### src/design/nlc_pkg.sv
// ----------------------------------------------------------------------------
// nlc_pkg
// Types, character codes, token kinds and scanner transition functions.
// ----------------------------------------------------------------------------
`timescale 1ns / 1ps

package nlc_pkg;

	localparam int CHAR_W = 8;
	localparam int KIND_W = 3;

	typedef logic [CHAR_W-1:0] char_t;
	typedef logic [KIND_W-1:0] kind_t;

	localparam kind_t KIND_DEC   = 3'd0;
	localparam kind_t KIND_OCT   = 3'd1;
	localparam kind_t KIND_HEX   = 3'd2;
	localparam kind_t KIND_FLOAT = 3'd3;
	localparam kind_t KIND_MAL   = 3'd4;

	localparam char_t CH_ZERO  = 8'h30;
	localparam char_t CH_SEVEN = 8'h37;
	localparam char_t CH_NINE  = 8'h39;
	localparam char_t CH_DOT   = 8'h2E;
	localparam char_t CH_LC_X  = 8'h78;
	localparam char_t CH_UC_X  = 8'h58;
	localparam char_t CH_LC_E  = 8'h65;
	localparam char_t CH_UC_E  = 8'h45;
	localparam char_t CH_LC_A  = 8'h61;
	localparam char_t CH_LC_F  = 8'h66;
	localparam char_t CH_UC_A  = 8'h41;
	localparam char_t CH_UC_F  = 8'h46;
	localparam char_t CH_PLUS  = 8'h2B;
	localparam char_t CH_MINUS = 8'h2D;
	localparam char_t CH_SPACE = 8'h20;
	localparam char_t CH_TAB   = 8'h09;
	localparam char_t CH_CR    = 8'h0D;

	typedef enum logic [11:0] {
		PH_IDLE  = 12'b0000_0000_0001,
		PH_ZERO  = 12'b0000_0000_0010,
		PH_DEC   = 12'b0000_0000_0100,
		PH_OCT   = 12'b0000_0000_1000,
		PH_HEXX  = 12'b0000_0001_0000,
		PH_HEX   = 12'b0000_0010_0000,
		PH_DOT   = 12'b0000_0100_0000,
		PH_FRAC  = 12'b0000_1000_0000,
		PH_EXP   = 12'b0001_0000_0000,
		PH_ESIGN = 12'b0010_0000_0000,
		PH_EXPD  = 12'b0100_0000_0000,
		PH_BAD   = 12'b1000_0000_0000
	} phase_t;

	function automatic logic is_blank(input char_t c);
		return (c inside {CH_SPACE, [CH_TAB:CH_CR]});
	endfunction

	function automatic logic is_digit(input char_t c);
		return (c inside {[CH_ZERO:CH_NINE]});
	endfunction

	function automatic logic is_odigit(input char_t c);
		return (c inside {[CH_ZERO:CH_SEVEN]});
	endfunction

	function automatic logic is_hex(input char_t c);
		return (c inside {[CH_ZERO:CH_NINE], [CH_LC_A:CH_LC_F], [CH_UC_A:CH_UC_F]});
	endfunction

	// Next scanner phase for one token byte.
	function automatic phase_t advance(input phase_t ph, input char_t c);
		phase_t nxt;
		nxt = PH_BAD;
		case (ph)
			PH_IDLE: begin
				if (c == CH_ZERO) nxt = PH_ZERO;
				else if (is_digit(c)) nxt = PH_DEC;
			end
			PH_ZERO: begin
				if (c == CH_LC_X || c == CH_UC_X) nxt = PH_HEXX;
				else if (c == CH_DOT) nxt = PH_DOT;
				else if (is_odigit(c)) nxt = PH_OCT;
			end
			PH_OCT: begin
				if (c == CH_DOT) nxt = PH_DOT;
				else if (is_odigit(c)) nxt = PH_OCT;
			end
			PH_DEC: begin
				if (c == CH_DOT) nxt = PH_DOT;
				else if (is_digit(c)) nxt = PH_DEC;
			end
			PH_HEXX, PH_HEX: begin
				if (is_hex(c)) nxt = PH_HEX;
			end
			PH_DOT: begin
				if (is_digit(c)) nxt = PH_FRAC;
			end
			PH_FRAC: begin
				if (is_digit(c)) nxt = PH_FRAC;
				else if (c == CH_LC_E || c == CH_UC_E) nxt = PH_EXP;
			end
			PH_EXP: begin
				if (is_digit(c)) nxt = PH_EXPD;
				else if (c == CH_PLUS || c == CH_MINUS) nxt = PH_ESIGN;
			end
			PH_ESIGN, PH_EXPD: begin
				if (is_digit(c)) nxt = PH_EXPD;
			end
			default: begin
				nxt = PH_BAD;
			end
		endcase
		return nxt;
	endfunction

	function automatic kind_t classify(input phase_t ph);
		kind_t k;
		case (ph)
			PH_ZERO, PH_DEC:  k = KIND_DEC;
			PH_OCT:           k = KIND_OCT;
			PH_HEX:           k = KIND_HEX;
			PH_FRAC, PH_EXPD: k = KIND_FLOAT;
			default:          k = KIND_MAL;
		endcase
		return k;
	endfunction

endpackage

### src/design/numeric_literal_classifier_top.sv
// ----------------------------------------------------------------------------
// Numeric literal classifier
// A result appears on the master side in the cycle after the item that closes
// its token is accepted. One item per cycle, set by the single phase register
// updated from each byte, while no result stalls. Reset clears the scanner to
// idle between tokens and empties the output register.
// ----------------------------------------------------------------------------
`timescale 1ns / 1ps

module numeric_literal_classifier_top
	import nlc_pkg::*;
(
	input  logic        clk,
	input  logic        arst_n,
	input  logic        s_axis_tvalid,
	output logic        s_axis_tready,
	input  logic [7:0]  s_axis_tdata,  // [7:0] char_in
	input  logic        s_axis_tlast,  // end_of_text
	output logic        m_axis_tvalid,
	input  logic        m_axis_tready,
	output logic [7:0]  m_axis_tdata,  // [7:0] lead_byte
	output logic [2:0]  m_axis_tuser,  // [2:0] token_kind
	output logic        m_axis_tlast   // final_token
);

	phase_t phase_q;
	char_t  head_q;
	logic   out_valid_q;
	char_t  lead_q;
	kind_t  kind_q;
	logic   final_q;

	logic   accept;
	logic   has_result;
	phase_t phase_n;
	char_t  head_n;
	kind_t  kind_n;
	phase_t step_phase;

	assign s_axis_tready = !out_valid_q || m_axis_tready;
	assign accept        = s_axis_tvalid && s_axis_tready;

	always_comb begin
		head_n     = head_q;
		phase_n    = phase_q;
		has_result = 1'b0;
		kind_n     = classify(phase_q);
		step_phase = advance(phase_q, s_axis_tdata);
		if (is_blank(s_axis_tdata)) begin
			// whitespace closes an open token
			has_result = (phase_q != PH_IDLE);
			phase_n    = PH_IDLE;
		end else begin
			if (phase_q == PH_IDLE) head_n = s_axis_tdata;
			phase_n = step_phase;
			if (s_axis_tlast) begin
				has_result = 1'b1;
				kind_n     = classify(step_phase);
				phase_n    = PH_IDLE;
			end
		end
	end

	always_ff @(posedge clk or negedge arst_n) begin
		if (!arst_n) begin
			phase_q     <= PH_IDLE;
			head_q      <= '0;
			out_valid_q <= 1'b0;
		end else begin
			if (accept) begin
				phase_q     <= phase_n;
				head_q      <= head_n;
				out_valid_q <= has_result;
			end else if (m_axis_tready) begin
				out_valid_q <= 1'b0;
			end
		end
	end

	// payload loads only with a fresh result
	always_ff @(posedge clk) begin
		if (accept && has_result) begin
			lead_q  <= head_n;
			kind_q  <= kind_n;
			final_q <= s_axis_tlast;
		end
	end

	assign m_axis_tvalid = out_valid_q;
	assign m_axis_tdata  = lead_q;
	assign m_axis_tuser  = kind_q;
	assign m_axis_tlast  = final_q;

endmodule

### config.mk
export PLATFORM = sky130hd
export DESIGN_NAME = numeric_literal_classifier_top
export DESIGN_NICKNAME = d
export VERILOG_FILES = /design/src/design/nlc_pkg.sv /design/src/design/numeric_literal_classifier_top.sv
export SDC_FILE = /design/constraint.sdc
export NUM_CORES = 1
export LEC_CHECK = 0
export ABC_AREA = 0
export CAP_MARGIN = 15
export CORE_ASPECT_RATIO = 0.9
export CORE_MARGIN = 2
export CORE_UTILIZATION = 45
export DETAILED_ROUTE_END_ITERATION = 16
export DONT_BUFFER_PORTS = 1
export GPL_TIMING_DRIVEN = 0
export PLACE_DENSITY = 0.66
export SLEW_MARGIN = 5
export SYNTH_ARGS = -nofsm -noshare
export SYNTH_HDL_FRONTEND = slang
export SYNTH_SLANG_ARGS = --single-unit
### constraint.sdc
create_clock -name clk -period 3.1 [get_ports clk]
set_input_delay 0.62 -clock clk [delete_from_list [all_inputs] [get_ports clk]]
set_output_delay 0.62 -clock clk [all_outputs]
set_load 0.005 [all_outputs]
==> results of run 1 <==
[path summary, 6_finish.rpt]
path,start,endpoint,slack [ns],cells past startpoint
min reg2reg,head_q[0]$_DFFE_PN0P_,head_q[0]$_DFFE_PN0P_,0.51,1
min in group clk,s_axis_tlast,m_axis_tlast$_DFFE_PP_,0.42,0
max,phase_q[2]$_DFFE_PN0P_,m_axis_tuser[2]$_DFFE_PP_,0.25,6
max in group asynchronous,arst_n,phase_q[0]$_DFFE_PN1P_,2.91,0
min,arst_n,head_q[2]$_DFFE_PN0P_,0.02,0
max reg2reg,phase_q[2]$_DFFE_PN0P_,m_axis_tuser[2]$_DFFE_PP_,0.25,6
[stage by stage]
step | hold slack [ns] | instance area [µm²] | worst slack [ns] | utilization [%] | total power [mW]
6_report | 0.01960 | 2322 | 0.2482 | 51.07 | 1.301
5_1_grt | 0.005162 | 2322 | 0.1555 | 51.07 | 1.368
4_1_cts | 0.01187 | 2322 | 0.2938 | 51.07 | 1.309
3_5_place_dp | 0.3253 | 2242 | 0.01372 | 49.31 | 0.9934
3_3_place_gp | 0.3253 | 2242 | 0.02074 | 49.31 | 0.9852
2_1_floorplan | 0.3244 | 2165 | 0.3525 | - | 0.9217
[cells by family (layout without fill, tap and decap cells)]
group,Yosys count,in the layout
AOI/OAI and AO/OA,45,45
muxes,16,16
DFF,33,33
and+or+nand+nor,86,86
xor gates and xnor gates,8,8
buffers and inverters,20,28
[registers in the layout (all words and copies together), names as in the netlist]
register,count
phase_q,12
head_q,8
m_axis_tdata,8
m_axis_tvalid,1
m_axis_tlast,1
m_axis_tuser,3
[synthesized netlist by cell type (3+ instances only)]
cell | n | area [µm²]
a211oi_1 | 3 | 22.52
a21oi_1 | 5 | 25.02
a32o_1 | 6 | 60.06
buf_6 | 4 | 45.04
clkbuf_1 | 9 | 33.78
dfrtp_1 | 20 | 500.5
edfxtp_1 | 12 | 360.4
inv_1 | 4 | 15.01
mux2_2 | 8 | 90.09
mux2_4 | 8 | 120.1
nand2_1 | 13 | 48.80
nand2b_1 | 6 | 37.54
nand3_1 | 6 | 30.03
nand3b_1 | 4 | 30.03
nand4b_1 | 4 | 35.03
nor2_1 | 16 | 60.06
nor3_1 | 6 | 30.03
nor4_1 | 6 | 37.54
nor4b_1 | 4 | 35.03
o21ai_0 | 10 | 50.05
or3_1 | 5 | 31.28
xnor2_1 | 3 | 26.28
xor2_1 | 5 | 43.79
[routing by layer]
metal	track usage (%)	vias to the layer above	share of wire (%)	routed length [µm]
li1	-	810	-	-
met1	27.99	805	49	2392
met2	26.12	58	44	2149
met3	4.036	8	6.1	301
met4	7.540	0	1.5	76
met5	0	-	0	0
[critical path, delay by kind of cell (launching register included)]
kind / cells / cell delay [ns]
buffers and inverters: 1 / 0.14
AO/OA/AOI/OAI: 3 / 0.94
flip-flops: 1 / 0.37
AND/OR/NAND/NOR: 2 / 1.15
[cell usage in the layout (no fill, tap or decap), types with 8 or more instances in the layout]
| cell | synthesis | routed |
|---|---|---|
| clkbuf_1 | 9 | 11 |
| dfrtp_1 | 20 | 20 |
| edfxtp_1 | 12 | 12 |
| mux2_2 | 8 | 8 |
| mux2_4 | 8 | 8 |
| nand2_1 | 13 | 13 |
| nor2_1 | 16 | 16 |
| o21ai_0 | 10 | 10 |
[final cells by class]
cell class | count | area, µm²
Inverter | 4 | 15.01
Fill cell | 437 | 2225
Buffer | 16 | 96.34
Multi-Input combinational cell | 155 | 1166
Sequential cell | 33 | 887.1
Tap cell | 62 | 77.57
Clock buffer | 7 | 76.32
Clock inverter | 1 | 3.754
[where the power goes]
group	internal (mW)	total (mW)	leakage, nW	switching [mW]
Clock	0.156	0.309	0.0399	0.153
Combinational	0.216	0.385	0.455	0.169
Sequential	0.556	0.607	0.381	0.0509
==> results.md, run 1 <==
- Syn_area_per_cell: 10.41 µm²
- TNS Setup: 0 ns
- Antenna violations before repair: 0
- Rel. slew slack: 32.10%
- Compound-cell area share of the yosys netlist: 16.07%
- Fin. max-slew vios: 0
- Slowest-stage cell, CP: nor4_1
- RSZ-0062 raised after global routing: no
- Final WL: 4920 µm
- Crit-path cells: buf_6, nor4_1, nand3b_1, o32ai_1, a211oi_1, a32o_1
- Peak supply drop: 0.2298 mV
- Largest family of logic cells by synthesized area: simple AND/OR/NAND/NOR gates
- Starting Density: 47.61%
- Count of cell types in the netlist: 53
- Postcts setup bufs: 0
- Simple-Gate Fraction of Synth Area: 24.86%
- Skew final: 0.003516 ns
- Grt total ovfl: 0
- CTS tree: done
- Clk root buf: clkbuf_8
- Fraction of registers with async set/reset: 63.64%
- First-pass GRT wire length: 7797 µm
- Layout area overhead: 7.283%
- Syn_nets: 221
- Share of cells above drive strength 1: 18.06%
- Post-CTS sizing: 0
- Net count reported at finish: 228
- Die W: 77.11 µm
- Total CTS buffers: 5
- CP arrival: 2.89 ns
- #FFs+latches synth: 33
- Starting DRT DRC Count: 139
- Mapped Cells: 208
- Seq/Total Area, Yosys: 40.98%
- Setup Crit Path Kind: reg2reg
- CP max stage delay: 0.78 ns
- Max Cap Violations: 0
- Crit Path Max Fanout: 10
- Area of the mapped netlist: 2165 µm²
- CP Capture Type: register
- Worst Max-Slew Pin Slew: 1.010 ns
- Yosys warnings: 0
- Crit path required time: 3.14 ns
- Per-cell routed wire length: 17.70 µm
- Later-pin clock latency in the skew report: 0.29 ns
- Final number of setup-violating endpoints: 0
- Synth Area in XOR/XNOR: 3.237%
- Final antenna-violating net count: 0
- Tmin final: 2.852 ns
- Synth Area in Adders: 0%
- Die area: 5382 µm²
- Number of synthesized flops with an enable pin: 12
- Die height: 69.80 µm
- Clock-pin slew on the worst setup and hold paths: 0.06 ns
- PortBufs: 0
- Clk buf depth: 2
- Largest net degree at the start of global routing: 22
- Gr usage total: 18.71%
- Outcome: complete, no violations
- Vias/cell: 6.047
- Final Hold Fails: 0
- Clk sinks: 33
- Diode count: 0
- Synth Flop Type: dfrtp_1
- Area of the core: 4547 µm²
- Mux contribution to synthesized area: 9.711%
- Crit start category: register
- Vias in the first global route: 1,505
- Final RePlAce weighted congestion: 0.8681
- Post-CTS Hold Buffers: 0
- Residual DRC: 0
- Final Non-Filler Cells: 278
- Via count: 1,681
- Post-DP HPWL: 3474 µm
- Leak: 0.8760 nW
- Pre-antenna DRT Iters: 4
- FMAX: 350.7 MHz
- FP Rows: 23
- CTS H-tree lvls: 2
- Ports: 27
- Final Cycle Share: 91.99%
- Worst min path class: in2async
- Pwr/cell area: 560.4 nW/µm²
- Placed cells: 270
No activity file was read; power rests on OpenSTA's default activity.
==> inputs of run 2 (changes only) <==
- REMOVE_ABC_BUFFERS: not set -> 1
- SLEW_MARGIN: 5 -> not set
==> results.md, run 2 (synthesis gave the netlist of run 1 again) <==
- Clock-pin slew on the worst setup and hold paths: 0.07 ns
- Depth of the most critical reg-to-reg path: 5
- Pwr/cell area: 577.5 nW/µm²
- Placed cells: 254
- Crit-path cells: nor4b_1, nand3_1, or3_1, or2_1, mux2_4
- Flop pwr share: 47.4%
- Storage cell area: 887.1 µm²
- Vias in the first global route: 1,651
- Pre-CTS WS: -0.02272 ns
- Final RePlAce weighted congestion: 0.8900
- Gr usage total: 20.34%
- Ports: 27
- Skew final: 0.005854 ns
- Cell Int Power: 0.9123 mW
- Die height: 69.80 µm
- Crit Reg-Reg Endpoint: head_q[6]$_DFFE_PN0P_
- FMAX: 347.5 MHz
- Layout area overhead: 3.411%
- Switching power: 0.3804 mW
- Leak: 0.8310 nW
- Biggest register: phase_q
- Total CTS buffers: 5
- Diode count: 0
- Leading cell type in the layout, fill and taps excluded: dfrtp_1
- CP arrival: 3.05 ns
- Max Cap Violations: 0
- Critical path depth: 5
- Crit Path Max Fanout: 9
- Reg2Reg Setup Slack: 0.22 ns
- Postcts setup bufs: 0
- Pre-antenna DRT Iters: 4
- Grt total ovfl: 0
- Peak supply drop: 0.1913 mV
- Fin. max-slew vios: 0
- Net count reported at finish: 212
- CP endpoint: head_q[6]$_DFFE_PN0P_
- Top cell family by delay on the critical path: simple AND/OR/NAND/NOR gates
- Final antenna-violating net count: 0
- Later-pin clock latency in the skew report: 0.29 ns
- Slowest-stage cell, CP: dfstp_2
- Crit path required time: 3.27 ns
- Final Non-Filler Cells: 262
- Crit path from: phase_q[0]$_DFFE_PN1P_
- Die area: 5382 µm²
- Worst Max-Slew Pin Slew: 1.064 ns
- Final Cycle Share: 92.82%
- Clock share of power: 24.6%
- Per-cell routed wire length: 19.61 µm
- Worst min path class: in2async
- Multi-input gate area: 1172 µm²
- Setup ws final: 0.2224 ns
- Most frequent cells in the layout: dfrtp_1, nor2_1, nand2_1, edfxtp_1, o21ai_0
- Vias/cell: 6.424
- First-pass GRT wire length: 8514 µm
- Tmin final: 2.878 ns
- Residual DRC: 0
- Area of the core: 4547 µm²
- Fill cell count: 448
- Reg-to-Reg Start: phase_q[0]$_DFFE_PN1P_
- Post-DP HPWL: 3737 µm
- Final Hold Fails: 0
- Clk buf depth: 2
- CP Capture Type: register
- Via count: 1,683
- Die W: 77.11 µm
- Final number of setup-violating endpoints: 0
- Starting Density: 47.61%
- Crit start category: register
- Clk root buf: clkbuf_8
- PortBufs: 0
- Starting DRT DRC Count: 203
- Setup Crit Path Kind: reg2reg
- CP max stage delay: 0.61 ns
- Power, Total: 1.293 mW
- CTS tree: done
- Antenna violations before repair: 0
- CTS H-tree lvls: 2
- Part of the power in combinational logic: 27.9%
- RSZ-0062 raised after global routing: no
- Largest net degree at the start of global routing: 22
- Final WL: 5138 µm
- Rel. slew slack: 28.50%
- Outcome: complete, no violations
- Share of cells above drive strength 1: 18.00%
- Switch share: 29.43%
- FP Rows: 23
- Clk sinks: 33
- Max reg flops: 12
- Crit path buffers/inverters: 0
run 2: area by class of cell:
cell class	instances	area share (%)
inverter	4	0.6708
clock buffer	5	3.074
multi-input combinational	155	52.38
sequential	33	39.63
tap	62	3.466
clock inverter	3	0.7826
run 2: power by group through the flow:
stage / clock network (mW) / registers (mW) / logic, mW
finish: 0.319 / 0.613 / 0.361
floorplan: 0 / 0.599 / 0.299
detailed placement: 0 / 0.619 / 0.355
global placement: 0 / 0.612 / 0.341
CTS: 0.319 / 0.613 / 0.358
global route: 0.340 / 0.624 / 0.395
run 2: timing repair:
action | CTS | global route
hold buffers | 0 | 0
gates resized for setup | 0 | 1
setup endpoints to repair | 0 | 1
run 2: worst min path at each step:
stage / startpoint / endpoint / slack (ns)
after floorplan: arst_n / head_q[0]$_DFFE_PN0P_ / 0.32
after global placement: arst_n / phase_q[4]$_DFFE_PN0P_ / 0.33
after detailed placement: arst_n / phase_q[3]$_DFFE_PN0P_ / 0.33
after CTS: arst_n / phase_q[1]$_DFFE_PN0P_ / 0.02
after global routing: arst_n / head_q[2]$_DFFE_PN0P_ / 0.01
final: arst_n / head_q[2]$_DFFE_PN0P_ / 0.02
run 2: through the flow:
step | setup TNS [ns] | cell area (µm²) | utilization, % | hold slack [ns]
final | 0 | 2238 | 49.23 | 0.02065
after global routing | 0 | 2238 | 49.23 | 0.009953
after CTS | 0 | 2232 | 49.09 | 0.02124
after detailed placement | -0.2071 | 2146 | 47.19 | 0.3254
after global placement | 0 | 2146 | 47.19 | 0.3253
after floorplan | 0 | 2068 | - | 0.3244
run 2: metal layers:
metal | track usage, % | vias up | routed length, µm
met5 | 0 | - | 0
met4 | 8.532 | 0 | 112
met3 | 3.516 | 14 | 298
met2 | 31.19 | 61 | 2429
met1 | 28.41 | 837 | 2297
li1 | - | 771 | -
